File: src/hdl/lprl_pkg.sv
`default_nettype none

package lprl_pkg;

    // fixed field widths
    localparam int ADDR_W = 32;
    localparam int IDX_W  = 4;
    localparam int PORT_W = 2;

    // table depth default and the number of slots a 4-bit index can reach
    localparam int ROUTES_DEF = 16;
    localparam int SLOT_LIMIT = 1 << IDX_W;

    // action codes
    localparam logic ACT_WRITE  = 1'b0;
    localparam logic ACT_LOOKUP = 1'b1;

    typedef enum logic [1:0] {
        ST_IDLE,
        ST_SCAN,
        ST_DRAIN,
        ST_DONE
    } t_state;

    typedef struct packed {
        logic [ADDR_W-1:0] dest;
        logic [ADDR_W-1:0] mask;
        logic [ADDR_W-1:0] gateway;
        logic [PORT_W-1:0] port;
    } t_entry;

endpackage

`default_nettype wire

File: src/hdl/lprl_if.sv
`default_nettype none

interface lprl_req_if
    import lprl_pkg::*;
    ();
    logic              valid;
    logic              ready;
    logic              action;
    logic [IDX_W-1:0]  entry_index;
    logic [ADDR_W-1:0] entry_dest;
    logic [ADDR_W-1:0] entry_mask;
    logic [ADDR_W-1:0] entry_gateway;
    logic [PORT_W-1:0] entry_port;
    logic              entry_enable;
    logic [ADDR_W-1:0] lookup_addr;

    modport source (
        output valid, action, entry_index, entry_dest, entry_mask,
               entry_gateway, entry_port, entry_enable, lookup_addr,
        input  ready
    );
    modport sink (
        input  valid, action, entry_index, entry_dest, entry_mask,
               entry_gateway, entry_port, entry_enable, lookup_addr,
        output ready
    );
endinterface

interface lprl_rsp_if
    import lprl_pkg::*;
    ();
    logic              valid;
    logic              ready;
    logic              found;
    logic [IDX_W-1:0]  hit_index;
    logic [PORT_W-1:0] out_port;
    logic [ADDR_W-1:0] next_hop;

    modport source (
        output valid, found, hit_index, out_port, next_hop,
        input  ready
    );
    modport sink (
        input  valid, found, hit_index, out_port, next_hop,
        output ready
    );
endinterface

`default_nettype wire

File: src/hdl/longest_prefix_route_lookup.sv
// longest-prefix route lookup over a small ipv4 route table
//
// channels: i_req carries one item per valid/ready handshake, either a route
// write (action 0) or an address lookup (action 1). o_rsp returns exactly one
// item per request: found, hit_index, out_port and next_hop. writes answer
// with an all-zero item.
//
// sequence: a write is stored at the accepting edge, then its item is loaded
// into the output register from the done state. a lookup reads the route
// memory one entry per cycle over all min(ROUTES,16) slots, then passes the
// drain state and loads its result from the done state. the route memory has
// a single read port. one item is in work at a time; a new request is taken
// only in the idle state.
//
// reset: i_rst_n is synchronous, active low. it clears all valid bits, the
// state machine and the output valid flag; the route memory itself is not
// cleared, entries are only trusted once their valid bit is set.
//
// stall: o_rsp holds its item until taken. a new request is accepted while
// that item waits; its result is held internally until the output frees up.
`default_nettype none

module longest_prefix_route_lookup
    import lprl_pkg::*;
#(
    parameter int ROUTES = ROUTES_DEF
) (
    input  wire        i_clk,
    input  wire        i_rst_n,
    lprl_req_if.sink   i_req,
    lprl_rsp_if.source o_rsp
);

    // only slots reachable by the 4-bit write index are stored
    localparam int SLOTS = (ROUTES < SLOT_LIMIT) ? ROUTES : SLOT_LIMIT;
    localparam int IW    = (SLOTS > 1) ? $clog2(SLOTS) : 1;
    localparam logic [IW-1:0] LAST_SLOT = IW'(SLOTS - 1);

    // route memory, one synchronous read port, one write port
    t_entry r_mem [SLOTS];
    logic   [SLOTS-1:0] r_valid;

    t_state r_state, n_state;

    logic              req_acc;
    logic              wr_slot_ok;
    logic [IW-1:0]     wr_addr;

    // scan pipeline
    logic [IW-1:0]     r_rd_addr;
    t_entry            r_rd_data;
    logic              r_rd_valid;
    logic [IW-1:0]     r_rd_idx;
    logic              r_eval_en;
    logic [ADDR_W-1:0] r_addr;

    // best match so far
    logic              r_hit;
    logic [IW-1:0]     r_best_idx;
    logic [ADDR_W-1:0] r_best_mask;
    logic [ADDR_W-1:0] r_best_gw;
    logic [PORT_W-1:0] r_best_port;

    logic              match;
    logic              take;

    // output register
    logic              r_out_valid;
    logic              r_out_found;
    logic [IDX_W-1:0]  r_out_idx;
    logic [PORT_W-1:0] r_out_port;
    logic [ADDR_W-1:0] r_out_hop;
    logic              out_free;
    logic              out_load;

    assign req_acc    = i_req.valid && i_req.ready;
    assign wr_slot_ok = ({1'b0, i_req.entry_index} < (IDX_W + 1)'(SLOTS));
    assign wr_addr    = IW'(i_req.entry_index);
    assign out_free   = !r_out_valid || o_rsp.ready;

    // next state and handshake
    always_comb begin
        n_state     = r_state;
        i_req.ready = 1'b0;
        out_load    = 1'b0;
        case (r_state)
            ST_IDLE: begin
                i_req.ready = 1'b1;
                if (i_req.valid) begin
                    n_state = (i_req.action == ACT_LOOKUP) ? ST_SCAN : ST_DONE;
                end
            end
            ST_SCAN: begin
                if (r_rd_addr == LAST_SLOT) begin
                    n_state = ST_DRAIN;
                end
            end
            ST_DRAIN: begin
                n_state = ST_DONE;
            end
            ST_DONE: begin
                if (out_free) begin
                    out_load = 1'b1;
                    n_state  = ST_IDLE;
                end
            end
            default: begin
                n_state = ST_IDLE;
            end
        endcase
    end

    always_ff @(posedge i_clk) begin
        if (!i_rst_n) begin
            r_state <= ST_IDLE;
        end else begin
            r_state <= n_state;
        end
    end

    // memory write port and valid bits
    always_ff @(posedge i_clk) begin
        if (req_acc && i_req.action == ACT_WRITE && wr_slot_ok) begin
            r_mem[wr_addr] <= '{dest:    i_req.entry_dest,
                                mask:    i_req.entry_mask,
                                gateway: i_req.entry_gateway,
                                port:    i_req.entry_port};
        end
    end

    always_ff @(posedge i_clk) begin
        if (!i_rst_n) begin
            r_valid <= '0;
        end else if (req_acc && i_req.action == ACT_WRITE && wr_slot_ok) begin
            r_valid[wr_addr] <= i_req.entry_enable;
        end
    end

    // memory read port, one entry per cycle while scanning
    always_ff @(posedge i_clk) begin
        r_rd_data  <= r_mem[r_rd_addr];
        r_rd_valid <= r_valid[r_rd_addr];
        r_rd_idx   <= r_rd_addr;
    end

    always_ff @(posedge i_clk) begin
        if (!i_rst_n) begin
            r_rd_addr <= '0;
            r_eval_en <= 1'b0;
        end else begin
            r_eval_en <= (r_state == ST_SCAN);
            if (r_state == ST_SCAN) begin
                r_rd_addr <= (r_rd_addr == LAST_SLOT) ? '0 : r_rd_addr + IW'(1);
            end else begin
                r_rd_addr <= '0;
            end
        end
    end

    // compare stage: strictly larger mask wins, so ties keep the lower index
    assign match = r_rd_valid
        && ((r_rd_data.dest & r_rd_data.mask) == (r_addr & r_rd_data.mask));
    assign take  = r_eval_en && match && (!r_hit || (r_best_mask < r_rd_data.mask));

    always_ff @(posedge i_clk) begin
        if (req_acc && i_req.action == ACT_LOOKUP) begin
            r_addr <= i_req.lookup_addr;
        end
        if (take) begin
            r_best_idx  <= r_rd_idx;
            r_best_mask <= r_rd_data.mask;
            r_best_gw   <= r_rd_data.gateway;
            r_best_port <= r_rd_data.port;
        end
    end

    always_ff @(posedge i_clk) begin
        if (!i_rst_n) begin
            r_hit <= 1'b0;
        end else if (req_acc) begin
            r_hit <= 1'b0;
        end else if (take) begin
            r_hit <= 1'b1;
        end
    end

    // output register, zero payload when nothing was found or on a write
    always_ff @(posedge i_clk) begin
        if (!i_rst_n) begin
            r_out_valid <= 1'b0;
        end else if (out_load) begin
            r_out_valid <= 1'b1;
        end else if (o_rsp.ready) begin
            r_out_valid <= 1'b0;
        end
    end

    always_ff @(posedge i_clk) begin
        if (out_load) begin
            r_out_found <= r_hit;
            r_out_idx   <= r_hit ? IDX_W'(r_best_idx) : '0;
            r_out_port  <= r_hit ? r_best_port : '0;
            r_out_hop   <= !r_hit ? '0 : ((r_best_gw != '0) ? r_best_gw : r_addr);
        end
    end

    assign o_rsp.valid     = r_out_valid;
    assign o_rsp.found     = r_out_found;
    assign o_rsp.hit_index = r_out_idx;
    assign o_rsp.out_port  = r_out_port;
    assign o_rsp.next_hop  = r_out_hop;

    // a lookup starts the scan on the next cycle
    a_lookup_scans: assert property (@(posedge i_clk) disable iff (!i_rst_n)
        (req_acc && i_req.action == ACT_LOOKUP) |=> (r_state == ST_SCAN))
        else $error("lookup did not start a scan");

    // the scan ends after the last slot is read
    a_scan_end: assert property (@(posedge i_clk) disable iff (!i_rst_n)
        (r_state == ST_SCAN && r_rd_addr == LAST_SLOT) |=> (r_state == ST_DRAIN))
        else $error("scan did not end after last slot");

    // a new output item only comes from the done state
    a_load_from_done: assert property (@(posedge i_clk) disable iff (!i_rst_n)
        (r_out_valid && !$past(r_out_valid)) |-> ($past(r_state) == ST_DONE))
        else $error("output loaded outside done state");

    // a miss reports an all-zero item
    a_miss_zero: assert property (@(posedge i_clk) disable iff (!i_rst_n)
        (r_out_valid && !r_out_found)
            |-> (r_out_idx == '0 && r_out_port == '0 && r_out_hop == '0))
        else $error("miss item carries nonzero fields");

endmodule

`default_nettype wire
File: src/flat_wrapper.sv
// flat-port wrapper written by rule: the top's interface ports become plain ports
module longest_prefix_route_lookup_flat import lprl_pkg::*;
#(
    parameter int ROUTES = ROUTES_DEF
)
  (i_clk, i_rst_n, i_req_valid, i_req_action, i_req_entry_index, i_req_entry_dest, i_req_entry_mask, i_req_entry_gateway, i_req_entry_port, i_req_entry_enable, i_req_lookup_addr, i_req_ready, o_rsp_valid, o_rsp_found, o_rsp_hit_index, o_rsp_out_port, o_rsp_next_hop, o_rsp_ready);
  lprl_req_if i_req_i ();
  lprl_rsp_if o_rsp_i ();
  input  wire i_clk;
  input  wire i_rst_n;
  input wire logic [$bits(i_req_i.valid)-1:0] i_req_valid;
  input wire logic [$bits(i_req_i.action)-1:0] i_req_action;
  input wire logic [$bits(i_req_i.entry_index)-1:0] i_req_entry_index;
  input wire logic [$bits(i_req_i.entry_dest)-1:0] i_req_entry_dest;
  input wire logic [$bits(i_req_i.entry_mask)-1:0] i_req_entry_mask;
  input wire logic [$bits(i_req_i.entry_gateway)-1:0] i_req_entry_gateway;
  input wire logic [$bits(i_req_i.entry_port)-1:0] i_req_entry_port;
  input wire logic [$bits(i_req_i.entry_enable)-1:0] i_req_entry_enable;
  input wire logic [$bits(i_req_i.lookup_addr)-1:0] i_req_lookup_addr;
  output wire logic [$bits(i_req_i.ready)-1:0] i_req_ready;
  output wire logic [$bits(o_rsp_i.valid)-1:0] o_rsp_valid;
  output wire logic [$bits(o_rsp_i.found)-1:0] o_rsp_found;
  output wire logic [$bits(o_rsp_i.hit_index)-1:0] o_rsp_hit_index;
  output wire logic [$bits(o_rsp_i.out_port)-1:0] o_rsp_out_port;
  output wire logic [$bits(o_rsp_i.next_hop)-1:0] o_rsp_next_hop;
  input wire logic [$bits(o_rsp_i.ready)-1:0] o_rsp_ready;
  assign i_req_i.valid = i_req_valid;
  assign i_req_i.action = i_req_action;
  assign i_req_i.entry_index = i_req_entry_index;
  assign i_req_i.entry_dest = i_req_entry_dest;
  assign i_req_i.entry_mask = i_req_entry_mask;
  assign i_req_i.entry_gateway = i_req_entry_gateway;
  assign i_req_i.entry_port = i_req_entry_port;
  assign i_req_i.entry_enable = i_req_entry_enable;
  assign i_req_i.lookup_addr = i_req_lookup_addr;
  assign i_req_ready = i_req_i.ready;
  assign o_rsp_valid = o_rsp_i.valid;
  assign o_rsp_found = o_rsp_i.found;
  assign o_rsp_hit_index = o_rsp_i.hit_index;
  assign o_rsp_out_port = o_rsp_i.out_port;
  assign o_rsp_next_hop = o_rsp_i.next_hop;
  assign o_rsp_i.ready = o_rsp_ready;
  longest_prefix_route_lookup #(.ROUTES(ROUTES)) u_core (.i_clk(i_clk), .i_rst_n(i_rst_n), .i_req(i_req_i), .o_rsp(o_rsp_i));
endmodule
File: config.mk
export PLATFORM = sky130hd
export DESIGN_NAME = longest_prefix_route_lookup_flat
export DESIGN_NICKNAME = d
export VERILOG_FILES = /design/src/hdl/lprl_pkg.sv /design/src/hdl/lprl_if.sv /design/src/hdl/longest_prefix_route_lookup.sv /design/src/flat_wrapper.sv
export SDC_FILE = /design/constraint.sdc
export NUM_CORES = 2
export LEC_CHECK = 0
export ABC_CLOCK_PERIOD_IN_PS = 11400
export BUFFER_PORTS_ARGS = -buffer_cell sky130_fd_sc_hd__buf_2
export CORE_ASPECT_RATIO = 0.6
export CORE_MARGIN = 2
export CORE_UTILIZATION = 29
export CTS_BUF_LIST = sky130_fd_sc_hd__clkbuf_8 sky130_fd_sc_hd__clkbuf_16
export CTS_CLUSTER_DIAMETER = 80
export DETAILED_ROUTE_END_ITERATION = 8
export GPL_TIMING_DRIVEN = 0
export PLACE_DENSITY = 0.42
export SLEW_MARGIN = 5
export SYNTH_ARGS = -nofsm -noshare
export SYNTH_HDL_FRONTEND = slang
export SYNTH_SLANG_ARGS = --single-unit
File: constraint.sdc
create_clock -name i_clk -period 11.4 [get_ports i_clk]
set_input_delay 2.28 -clock i_clk [delete_from_list [all_inputs] [get_ports i_clk]]
set_output_delay 2.28 -clock i_clk [all_outputs]
set_load 0.02 [all_outputs]
==> metrics.md <==
| Metric | Value |
|---|---|
| Status | finished, violations left |
| Failing checks | DRC |
| Crit. Startpoint | i_req_entry_index[3] |
| Critical R2R Capture | u_core.r_best_gw[9]$_DFFE_PP_ |
| WS Path Type | in2reg |
| R2r startpoint | u_core.r_addr[8]$_DFFE_PP_ |
| CTS tree | yes |
| Routed len/inst | 30.33 um |
| Post-cts sizing count | 0 |
| Inst Count DP | 6249 |
| Starting Density | 29.18% |
| Vias in the first global route | 31730 |
| Post-CTS Setup Bufs | 0 |
| Ys async rst share | 0% |
| Top FF cell, synth | edfxtp_1 |
| Final Skew | 0.04557 ns |
| Routed WL | 199900 um |
| Worst Setup Slack, final | 7.133 ns |
| Clock Sinks | 1837 |
| Avg Cell Area, Syn | between 20 and 25 sq um |
| Die Width | approximately 630 um |
| Most frequent cell after synthesis | edfxtp_1 |
| CP endpoint kind | flip-flop |
| Reg2reg path depth | 9 |
| PD cells | 187.8 mW/mm^2 |
| Post-layout min period | between 4 and 5 ns |
| WHS Path Cells | 0 |
| # fillers | between 20000 and 25000 |
| Root Driver | clkbuf_16 |
| Via-to-Cell Ratio | 4.753 |
| Die height | 378.7 um |
| Seq pwr share | approximately 50% |
| Total Power Consumption | approximately 0.015 W |
| Synth cell count leaders | 1709 x edfxtp_1, 495 x mux4_2, 128 x dfxtp_1 |
| Die ar. | 0.2381 sq mm |
| I/O pin total | around 180 |
| Mapped Nets | between 2000 and 3000 |
| Vias | roughly 31000 |
| Total GRT Usage | between 10% and 20% |
| Worst slew pin tran | ~1.2 ns |
| Most area-consuming cells after synthesis | edfxtp_1 76%, mux4_2 16%, dfxtp_1 3.8%, ha_1 0.66%, buf_6 0.43% |
| GP Congestion | 0.7337 |
| Clk_lat worst skew | about 0.85 ns |
| Pre-CTS WS | 6.271 ns |
| Worst reg2reg setup slack | 7.56 ns |
| Max-cap violations | 0 |
| Pre-Repair DR Iteration Count | 7 |
| GRT overflow | 0 |
| Post-route clock period utilization | a little under two fifths |
| Sw Share | 22.90% |
| Critical path arrival | 4.79 ns |
| Hold Path Origin | u_core.r_rd_addr[3]$_SDFF_PP0_ |
| Nets@finish | 3486 |
| Core area | between 0.2 and 0.25 sq mm |
| DR DRC count | 4 |
| Fmax | approximately 230 MHz |
| CTS Buf Count | 186 |
| Port Buffers | 180 |
| Setup TNS | 0 ns |
| Clock power share | 41.0% |
| Final setup fails | 0 |
| Final hold vios | 0 |
| Hold-fix buffers at CTS | 0 |
| Largest net degree at the start of global routing | 24 |
| DRT iter0 DRCs | 3257 |
| Yosys reg bits | 1837 |
| Core Rows | 137 |
| ANT nets after route | 0 |
| Max Fanout on Critical Path | 10 |
| Pint | approximately 0.012 W |
| Slew Viols, Final | 0 |
| Post-Synthesis Cells | 2798 |
| Yosys cell types | 42 |
| Layout cells sized above 1 | roughly 34% |
| Worst endpoint required time | 11.93 ns |
| Lkg Pwr | 25.31 nW |
| Initial antenna violation count | roughly 50 |
| Yosys top cell by area | edfxtp_1 |
| EDFF count, synth | 1709 |
| Relative slew margins | between 10% and 20% |
| Top-area cell type share of the netlist area | 75.61% |
| CP Launch Type | input pin |
| Max Root-Sink Buffers | 4 |
| RSZ-0062 raised after global routing | no |
| First-pass GRT wire length | about 270000 um |
| Reg clk slew, reported paths | 0.06 ns |
| Sw Pwr | between 0.003 and 0.004 W |
| Cell Count, Final, Fillers Out | 6589 |
| Synth warnings | 0 |
| Max VDD drop | approximately 0.11 mV |
| Hold Path Class | reg2reg |
| Comb power frac | 9.1% |
| Dpl hpwl | 136000 um |
| Hold endpoint | u_core.r_rd_idx[3]$_DFF_P_ |
| Seq/Total Area, Yosys | 79.38% |
| Area Growth Syn to Fin | 20.07% |
| Cell area after synthesis | around 0.068 sq mm |
| H-tree depth | 4 |
-- metrics by stage --
stage	cell area [sq um]	hold WS, ns	util (%)
final	81500	0.3718	35.04
after global routing	81490	0.3833	35.03
after CTS	81480	0.3682	35.03
after detailed placement	75310	0.3637	32.37
after global placement	72690	0.3685	31.25
after floorplan	67880	0.3497	-
-- cells by family after synthesis --
family / count (synthesis) / synth area share [%]
compound gates: 105 / 0.9217
mux: 500 / 16.50
flops: 1837 / 79.38
simple gates: 129 / 0.8941
buf+inv: 157 / 1.200
xor+xnor: 34 / 0.4387
fa+ha+maj: 36 / 0.6636
-- how the worst max path moves through the flow --
stage,slack (ns),cells after the start,endpoint
after global routing,7.09,8,u_core.r_mem[0][29]$_DFFE_PP_
after global placement,-11.07,7,u_core.r_valid[8]$_SDFFE_PN0P_
after floorplan,1.20,6,u_core.r_valid[12]$_SDFFE_PN0P_
final,7.13,8,u_core.r_mem[0][29]$_DFFE_PP_
after detailed placement,6.27,8,u_core.r_mem[0][31]$_DFFE_PP_
after CTS,7.16,8,u_core.r_mem[0][29]$_DFFE_PP_
-- cell type report --
| type | count | area, sq um | share of cell area (%) |
|---|---|---|---|
| Buffer | 120 | 685.7 | 0.8413 |
| Clock inverter | 135 | 1281 | 1.572 |
| Tap cell | 3127 | 3913 | 4.801 |
| Clock buffer | 200 | 4892 | 6.003 |
| Multi-Input combinational cell | 804 | 13320 | 16.34 |
| Sequential cell | 1837 | 53880 | 66.12 |
| Inverter | 37 | 138.9 | 0.1704 |
| Antenna cell | 5 | 12.51 | 0.01535 |
| Timing Repair Buffer | 324 | 3374 | 4.141 |
-- metal layers --
metal	track usage (%)	up-vias	part of all wire, %
met2	26.80	838	47
met1	23.99	17230	46
met3	2.537	270	4.5
met4	3.383	10	2.0
met5	0	-	0.029
li1	-	12970	-
-- critical path: stages --
cell and delay, ns:
buf_2 0.13, or4_1 0.51, clkbuf_1 0.28, nor3_4 0.72, buf_8 0.25, buf_8 0.17
buf_8 0.20, buf_8 0.22
-- registers in the layout, summed over array words and instances, names as in the netlist, 4 cells and up --
name                    flops
u_core.r_mem             1568
u_core.r_addr              32
u_core.r_best_mask         32
u_core.r_valid             16
u_core.r_rd_idx             4
u_core.r_rd_addr            4
u_core.r_best_idx           4
u_core.o_rsp.next_hop      32
u_core.r_best_gw           32
u_core.o_rsp.hit_index      4
u_core.r_rd_data           98
-- power groups by stage --
stage	logic, W	clock network (W)	registers [W]
final	0.00140	0.00628	0.00763
after global routing	0.00150	0.00670	0.00763
after CTS	0.00144	0.00645	0.00763
after detailed placement	0.00143	0	0.00777
after global placement	0.00140	0	0.00781
after floorplan	0.000849	0	0.00774
-- cells in the final DEF (no fill, tap or decap), types with 26 or more instances in the layout --
cell / count
clkinv_2: 27
a21oi_1: 48
buf_6: 55
buf_12: 59
clkinv_1: 26
buf_2: 205
nor2_1: 42
edfxtp_1: 1709
ha_1: 36
clkbuf_16: 190
mux4_2: 495
dfxtp_1: 128
inv_1: 78
clkbuf_1: 48
(Power assumes the default switching activity.)
